## src/rtl/core/bladc_pkg.sv

```systemverilog
// ----------------------------------------------------------------------------
// bladc_pkg : shared definitions for the backlight auto-dim controller
// Register indexes, action codes, reset values, field widths and the
// configuration bundle passed from the register file to the event core.
// ----------------------------------------------------------------------------
package bladc_pkg;

   // field widths
   localparam int unsigned ACTION_W  = 2;
   localparam int unsigned DELTA_W   = 8;
   localparam int unsigned DUTY_W    = 10;
   localparam int unsigned PCT_W     = 7;
   localparam int unsigned TIMEOUT_W = 27;
   localparam int unsigned GRACE_W   = 16;
   localparam int unsigned COUNT_W   = 32;
   localparam int unsigned CSR_IDX_W = 3;
   localparam int unsigned CSR_DAT_W = 27;

   // limits
   localparam int unsigned PCT_LIMIT  = 100;
   localparam int unsigned DUTY_LIMIT = 1023;

   // parameter defaults
   localparam int unsigned DEFAULT_LEVEL_DEF = 80;
   localparam int unsigned DUTY_FULL_DEF     = 1023;

   // action codes
   localparam logic [ACTION_W-1:0] ACT_TICK     = 2'd0;
   localparam logic [ACTION_W-1:0] ACT_ACTIVITY = 2'd1;
   localparam logic [ACTION_W-1:0] ACT_STEP     = 2'd2;

   // register indexes
   localparam logic [CSR_IDX_W-1:0] CSR_DIM_ENABLE = 3'd0;
   localparam logic [CSR_IDX_W-1:0] CSR_DIM_TIMEOUT = 3'd1;
   localparam logic [CSR_IDX_W-1:0] CSR_DIM_LEVEL  = 3'd2;
   localparam logic [CSR_IDX_W-1:0] CSR_BRIGHT_MIN = 3'd3;
   localparam logic [CSR_IDX_W-1:0] CSR_BRIGHT_MAX = 3'd4;
   localparam logic [CSR_IDX_W-1:0] CSR_GRACE      = 3'd5;

   // register reset values
   localparam logic [TIMEOUT_W-1:0] RST_DIM_TIMEOUT = 27'd30000;
   localparam logic [PCT_W-1:0]     RST_DIM_LEVEL   = 7'd10;
   localparam logic [PCT_W-1:0]     RST_BRIGHT_MIN  = 7'd5;
   localparam logic [PCT_W-1:0]     RST_BRIGHT_MAX  = 7'd100;
   localparam logic [GRACE_W-1:0]   RST_GRACE       = 16'd500;

   typedef struct packed {
      logic                 dim_enable;
      logic [TIMEOUT_W-1:0] dim_timeout_ms;
      logic [PCT_W-1:0]     dim_level_percent;
      logic [PCT_W-1:0]     brightness_min;
      logic [PCT_W-1:0]     brightness_max;
      logic [GRACE_W-1:0]   grace_ms;
   } bladc_cfg_type;

   typedef struct packed {
      logic [DUTY_W-1:0] duty;
      logic              is_dimmed;
      logic              woke_up;
      logic              in_grace;
      logic [PCT_W-1:0]  brightness;
   } bladc_result_type;

endpackage

```

## src/rtl/core/bladc_csr.sv

```systemverilog
// ----------------------------------------------------------------------------
// bladc_csr : configuration register file
// Write-only settings for auto-dim; writes to unknown indexes are dropped.
// ----------------------------------------------------------------------------
module bladc_csr
   import bladc_pkg::*;
(
   input  logic                 clock,
   input  logic                 reset,
   input  logic                 csr_write_enable,
   input  logic [CSR_IDX_W-1:0] csr_index,
   input  logic [CSR_DAT_W-1:0] csr_data,
   output bladc_cfg_type        cfg
);

   bladc_cfg_type cfg_ff;
   bladc_cfg_type cfg_in;

   always_comb begin
      cfg_in = cfg_ff;
      if (csr_write_enable) begin
         case (csr_index)
            CSR_DIM_ENABLE:  cfg_in.dim_enable        = csr_data[0];
            CSR_DIM_TIMEOUT: cfg_in.dim_timeout_ms    = csr_data[TIMEOUT_W-1:0];
            CSR_DIM_LEVEL:   cfg_in.dim_level_percent = csr_data[PCT_W-1:0];
            CSR_BRIGHT_MIN:  cfg_in.brightness_min    = csr_data[PCT_W-1:0];
            CSR_BRIGHT_MAX:  cfg_in.brightness_max    = csr_data[PCT_W-1:0];
            CSR_GRACE:       cfg_in.grace_ms          = csr_data[GRACE_W-1:0];
            default:         cfg_in = cfg_ff;
         endcase
      end
   end

   always_ff @(posedge clock) begin
      if (reset) begin
         cfg_ff.dim_enable        <= 1'b0;
         cfg_ff.dim_timeout_ms    <= RST_DIM_TIMEOUT;
         cfg_ff.dim_level_percent <= RST_DIM_LEVEL;
         cfg_ff.brightness_min    <= RST_BRIGHT_MIN;
         cfg_ff.brightness_max    <= RST_BRIGHT_MAX;
         cfg_ff.grace_ms          <= RST_GRACE;
      end else begin
         cfg_ff <= cfg_in;
      end
   end

   assign cfg = cfg_ff;

endmodule

```

## src/rtl/core/bladc_core.sv

```systemverilog
// ----------------------------------------------------------------------------
// bladc_core : event state and next-state logic
// Holds brightness, dim flag, duty and the two millisecond counters, and
// produces the result of one event combinationally from the held state.
// ----------------------------------------------------------------------------
module bladc_core
   import bladc_pkg::*;
#(
   parameter int unsigned DEFAULT_LEVEL = DEFAULT_LEVEL_DEF,
   parameter int unsigned DUTY_FULL     = DUTY_FULL_DEF
) (
   input  logic                      clock,
   input  logic                      reset,
   input  bladc_cfg_type             cfg,
   input  logic                      fire,
   input  logic [ACTION_W-1:0]       action,
   input  logic signed [DELTA_W-1:0] delta,
   output bladc_result_type          result
);

   localparam int unsigned LUT_DEPTH = 2 ** PCT_W;
   localparam int unsigned SUM_W     = PCT_W + 3;

   logic [DUTY_W-1:0] duty_lut [LUT_DEPTH];

   // percent to duty, clamped to 100 percent and to ten bits
   for (genvar p = 0; p < LUT_DEPTH; p++) begin : g_duty
      localparam int unsigned PCT = (p > PCT_LIMIT) ? PCT_LIMIT : p;
      localparam int unsigned RAW = (PCT * DUTY_FULL) / 100;
      assign duty_lut[p] = (RAW > DUTY_LIMIT) ? DUTY_W'(DUTY_LIMIT) : DUTY_W'(RAW);
   end

   logic [PCT_W-1:0]   level_ff, level_in;
   logic               dim_ff, dim_in;
   logic [DUTY_W-1:0]  duty_ff, duty_in;
   logic [COUNT_W-1:0] idle_ff, idle_in;
   logic [COUNT_W-1:0] wake_ff, wake_in;
   logic               woke_once_ff, woke_once_in;

   logic [COUNT_W-1:0] idle_inc, wake_inc;
   logic signed [SUM_W-1:0] sum, clamp_a, clamp_b, clamp_c, bmax, bmin;
   logic [PCT_W-1:0]   step_level;
   logic [PCT_W-1:0]   lut_pct;
   logic               woke;

   assign idle_inc = (idle_ff == '1) ? idle_ff : idle_ff + COUNT_W'(1);
   assign wake_inc = (wake_ff == '1) ? wake_ff : wake_ff + COUNT_W'(1);

   // step clamp: max first, then min, then the 0..100 range
   assign bmax    = signed'({3'b000, cfg.brightness_max});
   assign bmin    = signed'({3'b000, cfg.brightness_min});
   assign sum     = signed'({3'b000, level_ff}) + SUM_W'(delta);
   assign clamp_a = (sum > bmax) ? bmax : sum;
   assign clamp_b = (clamp_a < bmin) ? bmin : clamp_a;
   assign clamp_c = (clamp_b > SUM_W'(PCT_LIMIT)) ? SUM_W'(PCT_LIMIT) : clamp_b;
   assign step_level = (clamp_c < 0) ? '0 : clamp_c[PCT_W-1:0];

   always_comb begin
      lut_pct = level_ff;
      case (action)
         ACT_TICK: lut_pct = cfg.dim_level_percent;
         ACT_STEP: lut_pct = step_level;
         default:  lut_pct = level_ff;
      endcase
   end

   always_comb begin
      level_in     = level_ff;
      dim_in       = dim_ff;
      duty_in      = duty_ff;
      idle_in      = idle_ff;
      wake_in      = wake_ff;
      woke_once_in = woke_once_ff;
      woke         = 1'b0;
      case (action)
         ACT_TICK: begin
            idle_in = idle_inc;
            if (woke_once_ff) begin
               wake_in = wake_inc;
            end
            if (cfg.dim_enable && !dim_ff &&
                idle_inc >= COUNT_W'(cfg.dim_timeout_ms)) begin
               dim_in  = 1'b1;
               duty_in = duty_lut[lut_pct];
            end
         end
         ACT_ACTIVITY: begin
            idle_in = '0;
            if (dim_ff) begin
               woke         = 1'b1;
               dim_in       = 1'b0;
               wake_in      = '0;
               woke_once_in = 1'b1;
               duty_in      = duty_lut[lut_pct];
            end
         end
         ACT_STEP: begin
            level_in = step_level;
            duty_in  = duty_lut[lut_pct];
         end
         default: begin
            level_in = level_ff;
         end
      endcase
   end

   always_ff @(posedge clock) begin
      if (reset) begin
         level_ff     <= PCT_W'(DEFAULT_LEVEL);
         dim_ff       <= 1'b0;
         duty_ff      <= '0;
         idle_ff      <= '0;
         wake_ff      <= '0;
         woke_once_ff <= 1'b0;
      end else if (fire) begin
         level_ff     <= level_in;
         dim_ff       <= dim_in;
         duty_ff      <= duty_in;
         idle_ff      <= idle_in;
         wake_ff      <= wake_in;
         woke_once_ff <= woke_once_in;
      end
   end

   assign result.duty       = duty_in;
   assign result.is_dimmed  = dim_in;
   assign result.woke_up    = woke;
   assign result.in_grace   = woke_once_in && (wake_in < COUNT_W'(cfg.grace_ms));
   assign result.brightness = level_in;

endmodule

```

## src/rtl/core/backlight_auto_dim_controller.sv

```systemverilog
// ----------------------------------------------------------------------------
// backlight_auto_dim_controller : inactivity auto-dim for a display backlight
// Event-driven controller that tracks brightness, dims after idle time and
// reports the PWM duty with dimmed, wake and grace status for every event.
// ----------------------------------------------------------------------------
// Each event (tick, activity or brightness step) yields exactly one result.
// An item is captured in the input register, evaluated combinationally
// against the controller state and lands in the result register, from which
// it shows on the rsp_ port; one item is taken every cycle while the result
// side keeps up. The state update loop (brightness, dim flag, idle and
// since-wake counters) sets that throughput. Stall on the result side backs
// up through the input register. Settings must be written through the csr_
// port only while no event is in flight; the block does not enforce this.
// There is no read-back.
// ----------------------------------------------------------------------------
module backlight_auto_dim_controller
   import bladc_pkg::*;
#(
   parameter int unsigned DEFAULT_LEVEL = DEFAULT_LEVEL_DEF,
   parameter int unsigned DUTY_FULL     = DUTY_FULL_DEF
) (
   input  logic                      clock,
   input  logic                      reset,
   // event input
   input  logic                      req_valid,
   output logic                      req_stall,
   input  logic [ACTION_W-1:0]       req_action,
   input  logic signed [DELTA_W-1:0] req_brightness_delta,
   // result output
   output logic                      rsp_valid,
   input  logic                      rsp_stall,
   output logic [DUTY_W-1:0]         rsp_duty,
   output logic                      rsp_is_dimmed,
   output logic                      rsp_woke_up,
   output logic                      rsp_in_grace,
   output logic [PCT_W-1:0]          rsp_brightness,
   // configuration writes
   input  logic                      csr_write_enable,
   input  logic [CSR_IDX_W-1:0]      csr_index,
   input  logic [CSR_DAT_W-1:0]      csr_data
);

   bladc_cfg_type    cfg;
   bladc_result_type result;
   bladc_result_type rsp_ff;

   logic                      in_valid_ff;
   logic [ACTION_W-1:0]       in_action_ff;
   logic signed [DELTA_W-1:0] in_delta_ff;
   logic                      rsp_valid_ff;

   logic out_open;   // result register can take a new item this cycle
   logic fire;       // input register item is evaluated and moves on
   logic req_take;

   assign out_open  = !rsp_valid_ff || !rsp_stall;
   assign fire      = in_valid_ff && out_open;
   assign req_stall = in_valid_ff && !out_open;
   assign req_take  = req_valid && !req_stall;

   bladc_csr u_csr (
      .clock            (clock),
      .reset            (reset),
      .csr_write_enable (csr_write_enable),
      .csr_index        (csr_index),
      .csr_data         (csr_data),
      .cfg              (cfg)
   );

   bladc_core #(
      .DEFAULT_LEVEL (DEFAULT_LEVEL),
      .DUTY_FULL     (DUTY_FULL)
   ) u_core (
      .clock  (clock),
      .reset  (reset),
      .cfg    (cfg),
      .fire   (fire),
      .action (in_action_ff),
      .delta  (in_delta_ff),
      .result (result)
   );

   // input register: refill whenever the held item moves on or it is empty
   always_ff @(posedge clock) begin
      if (reset) begin
         in_valid_ff <= 1'b0;
      end else if (!req_stall) begin
         in_valid_ff <= req_valid;
      end
   end

   always_ff @(posedge clock) begin
      if (req_take) begin
         in_action_ff <= req_action;
         in_delta_ff  <= req_brightness_delta;
      end
   end

   // result register: hold while the consumer stalls
   always_ff @(posedge clock) begin
      if (reset) begin
         rsp_valid_ff <= 1'b0;
      end else if (out_open) begin
         rsp_valid_ff <= in_valid_ff;
      end
   end

   always_ff @(posedge clock) begin
      if (fire) begin
         rsp_ff <= result;
      end
   end

   assign rsp_valid      = rsp_valid_ff;
   assign rsp_duty       = rsp_ff.duty;
   assign rsp_is_dimmed  = rsp_ff.is_dimmed;
   assign rsp_woke_up    = rsp_ff.woke_up;
   assign rsp_in_grace   = rsp_ff.in_grace;
   assign rsp_brightness = rsp_ff.brightness;

endmodule

```

## config.mk

```make
export PLATFORM = sky130hd
export DESIGN_NAME = backlight_auto_dim_controller
export DESIGN_NICKNAME = d
export VERILOG_FILES = /design/src/rtl/core/bladc_pkg.sv /design/src/rtl/core/bladc_csr.sv /design/src/rtl/core/bladc_core.sv /design/src/rtl/core/backlight_auto_dim_controller.sv
export SDC_FILE = /design/constraint.sdc
export NUM_CORES = 1
export LEC_CHECK = 0
export BUFFER_PORTS_ARGS = -buffer_cell sky130_fd_sc_hd__buf_2
export CAP_MARGIN = 40
export CORE_ASPECT_RATIO = 0.75
export CORE_MARGIN = 3
export CORE_UTILIZATION = 41
export DETAILED_ROUTE_END_ITERATION = 12
export MAX_ROUTING_LAYER = met4
export PLACE_DENSITY_LB_ADDON = 0.2
export SYNTH_ARGS = -nofsm -noshare
export SYNTH_HDL_FRONTEND = slang
export SYNTH_SLANG_ARGS = --single-unit
```

## constraint.sdc

```tcl
create_clock -name clock -period 9.4 [get_ports clock]
set_input_delay 0.94 -clock clock [delete_from_list [all_inputs] [get_ports clock]]
set_output_delay 0.94 -clock clock [all_outputs]
set_load 0.02 [all_outputs]
```

==> qor.yml <==
run_status:
  outcome: "finished clean"
power:
  p_total_uw: 2110
  switchingPower_uw: 732
  swShare: 0.347
  p_int_uw: 1380
  p_seq_frac: 0.388
  combPwrFrac: 0.277
  ir_drop_mv: 0.106
  total_leakage_power_uw: 0.00516
  powerDensity_nw_per_um2: 158
  p_clk_frac: 0.335
synth:
  synth_cell_types: 89
  synth_top_area_cell: "dfxtp_1"
  syn_nets: 1692
  synth_seq_cells: 180
  synth-seq-area-share: 0.325
  synth_flop_cell: "dfxtp_1"
  yosys_warnings: 0
  ys_async_sr_fraction: 0
  synth_top_cell_area_share: 0.250
  syn_area_per_cell_sq_um: 7.65
  synth_top_cells_by_area: "dfxtp_1, ha_1, nand2_1"
  synth_area_sq_um: 12000
  synth_edf_count: 30
  postSynthCellCount: 1571
clock_tree:
  numCtsBuffers: 17
  clock_latency_ns: 0.45
  cts_sinks: 180
  ctsHtreeMaxLevel: 4
  cts_buffer_depth: 2
  cts_root_buffer: "clkbuf_16"
  clk_pin_slew_ns: 0.07
  cts_tree: "done"
floorplanning:
  die-height_um: 154
  coreArea_sq_um: 28400
  row_count: 53
  initial_core_util: 0.422
  dieArea_sq_um: 31400
  die_w_um: 204
  pin_count: 67
timing:
  setup_violations: 0
  rsz0062_at_grt: "false"
  hold_viol_final: 0
  drv_slew: 0
  tightest_slew_ns: 0.864
  maxSlewHeadroom: 0.422
  finalSetupTns_ns: 0
  min_period_ns: 8.76
  fmax_mhz: 114
  period_share: 0.932
  clock_skew_ns: 0.0119
grt:
  first_global_vias: 10800
  gr-total-overflow: 0
  grt_max_degree: 71
  grtUsageMet3: 0.0473
  grtUsageTotal: 0.245
  grt_most_used_layer: "met1"
  grt.met2_usage: 0.333
  grt_pass1_wl_um: 60400
  antenna_found_initial: 0
  met1_usage: 0.375
routing:
  vias_per_cell: 5.85
  routed_wl_um: 37600
  drt_iter0_drc: 958
  vias: 11700
  antenna_left: 0
  drc: 0
  wire_per_inst_um: 18.9
  firstDrtPassIters: 6
place:
  hpwl_um: 27400
  place_inst: 1958
  place_area_sq_um: 12700
  port_buffers: 66
  gp_congestion: 0.954
final_layout:
  area_growth_pct: 10.8
  drive_gt1_frac: 0.104
  layout.cells.non_filler: 1990
  antenna_cells: 0
  fillers: 2891
  final_util: 0.468
  nets: 1715
  stdcell_area_sq_um: 13300
critical_path:
  arrival_ns: 8.95
  start_kind: "flip-flop"
  critical_path_required_ns: 9.59
  crit_path_top_delay_cell: "a2111oi_1"
  cpMostUsedCell: "ha_1"
  end_kind: "flip-flop"
  critPathMaxStageDelay_ns: 0.50
  worstSetupPathType: "reg2reg"
  critPathMaxFanout: 15
min_path:
  hold_path_class: "reg2reg"
job:
  maxCapViolCount: 0
[sequential cells by signal, summed over array words and instances, names as in the netlist, 2 cells and up]
name	cells
in_delta_ff	8
u_csr.cfg	65
u_core.level_ff	7
u_core.idle_ff	32
u_core.wake_ff	32
rsp_brightness	7
u_core.duty_ff	10
rsp_duty	10
in_action_ff	2
[stage by stage]
stage	setup slack (ns)	hold slack [ns]
2_1_floorplan	1.41	0.433
3_3_place_gp	0.614	0.441
3_5_place_dp	0.421	0.448
4_1_cts	0.354	0.458
5_1_grt	0.0377	0.483
6_report	0.641	0.457
[layout make-up]
cell class | count | area (sq um) | area share
Multi-Input combinational cell | 1220 | 7450 | 0.559
Tap cell | 385 | 482 | 0.0362
Timing Repair Buffer | 98 | 643 | 0.0483
Sequential cell | 180 | 3900 | 0.293
Inverter | 77 | 290 | 0.0218
Clock inverter | 9 | 96.3 | 0.00724
Clock buffer | 21 | 450 | 0.0338
[synthesized netlist by cell type (7+ instances only)]
cell,count
inv_1,73
edfxtp_1,30
nor3_1,41
dfxtp_1,150
nand4_1,27
o21ai_0,90
a211oi_1,27
ha_1,75
nand3_1,46
nor4_1,12
a31oi_1,12
nand2b_1,7
nor3b_1,8
xnor2_1,29
nor2b_1,11
mux2i_1,12
and2_1,8
nand2_1,243
a21o_1,25
and4_1,7
o21a_1,12
clkbuf_1,70
or3_1,9
o211ai_1,23
mux2_2,9
o31ai_1,7
a22oi_1,27
and3_1,23
buf_2,18
nor2_1,170
xor2_1,14
a21oi_1,129
[what timing repair did]
action                     in CTS  in global routing
setup endpoints to repair       0                 13
setup buffers                   0                  2
hold buffers                    0                  0
resized for setup               0                  3
[cell families (layout without fill, tap and decap cells)]
| group | Yosys count | count (layout) | synth area share |
|---|---|---|---|
| xor gates and xnor gates | 43 | 43 | 0.0313 |
| DFF | 180 | 180 | 0.325 |
| muxes | 22 | 22 | 0.0194 |
| AOI/OAI and AO/OA | 449 | 449 | 0.248 |
| buffers and inverters | 171 | 205 | 0.0566 |
| adders and majority gates | 76 | 76 | 0.0798 |
| and+or+nand+nor | 630 | 630 | 0.240 |
[worst paths after layout]
check,to,from,cells after the start,slack (ns)
setup / recovery,rsp_duty[3],in_delta_ff[0],35,0.64
hold / removal,u_csr.cfg[62],u_csr.cfg[62],2,0.46
setup reg to reg,rsp_duty[3],in_delta_ff[0],35,0.64
hold reg to reg,u_csr.cfg[62],u_csr.cfg[62],2,0.46
[layer usage]
layer | up-vias | part of all wire | routed length, um
met4 | 0 | 0.013 | 475
met3 | 45 | 0.068 | 2550
met2 | 354 | 0.40 | 15100
met5 | - | 0 | 0
met1 | 5542 | 0.52 | 19600
li1 | 5710 | - | -
[power groups by stage]
stage          logic (uW)  clock network, uW  registers [uW]
2_1_floorplan         388                  0             839
3_5_place_dp          561                  0             836
5_1_grt               631                750             821
3_3_place_gp          562                  0             836
6_report              585                706             818
4_1_cts               565                717             818
[worst max-delay path, delay by kind of cell, from the launching register on]
kind,cells,cell delay (ns)
fa+ha+maj,7,2.50
mux,2,0.49
buf+inv,2,0.45
compound gates,12,3.11
simple gates,12,1.56
flops,1,0.37
[cell usage in the layout (no fill, tap or decap), drive strengths merged, types with 6 or more instances in the layout]
| master | Yosys | final |
|---|---|---|
| xor2 | 14 | 14 |
| nand2 | 244 | 244 |
| or3 | 10 | 10 |
| and3 | 23 | 23 |
| ha | 75 | 75 |
| a2111oi | 7 | 7 |
| xnor2 | 29 | 29 |
| mux2i | 12 | 12 |
| a22oi | 27 | 27 |
| nand3 | 46 | 46 |
| clkinv | 3 | 6 |
| nand2b | 7 | 7 |
| a211oi | 28 | 28 |
| o31ai | 8 | 8 |
| inv | 74 | 79 |
| dfxtp | 150 | 150 |
| nor4 | 13 | 13 |
| nor2b | 11 | 11 |
| o211ai | 24 | 24 |
| o21ai | 97 | 97 |
| o21a | 12 | 12 |
| a311oi | 6 | 6 |
| a21o | 25 | 25 |
| a211o | 6 | 6 |
| nor2 | 171 | 171 |
| nor3b | 9 | 9 |
| buf | 24 | 97 |
| mux2 | 10 | 10 |
| clkbuf | 70 | 21 |
| a31oi | 12 | 12 |
| a21oi | 130 | 130 |
| and4 | 7 | 7 |
| nor3 | 41 | 41 |
| nand4 | 27 | 27 |
| and2 | 8 | 8 |
| edfxtp | 30 | 30 |
No activity file was read; power rests on OpenSTA's default activity.
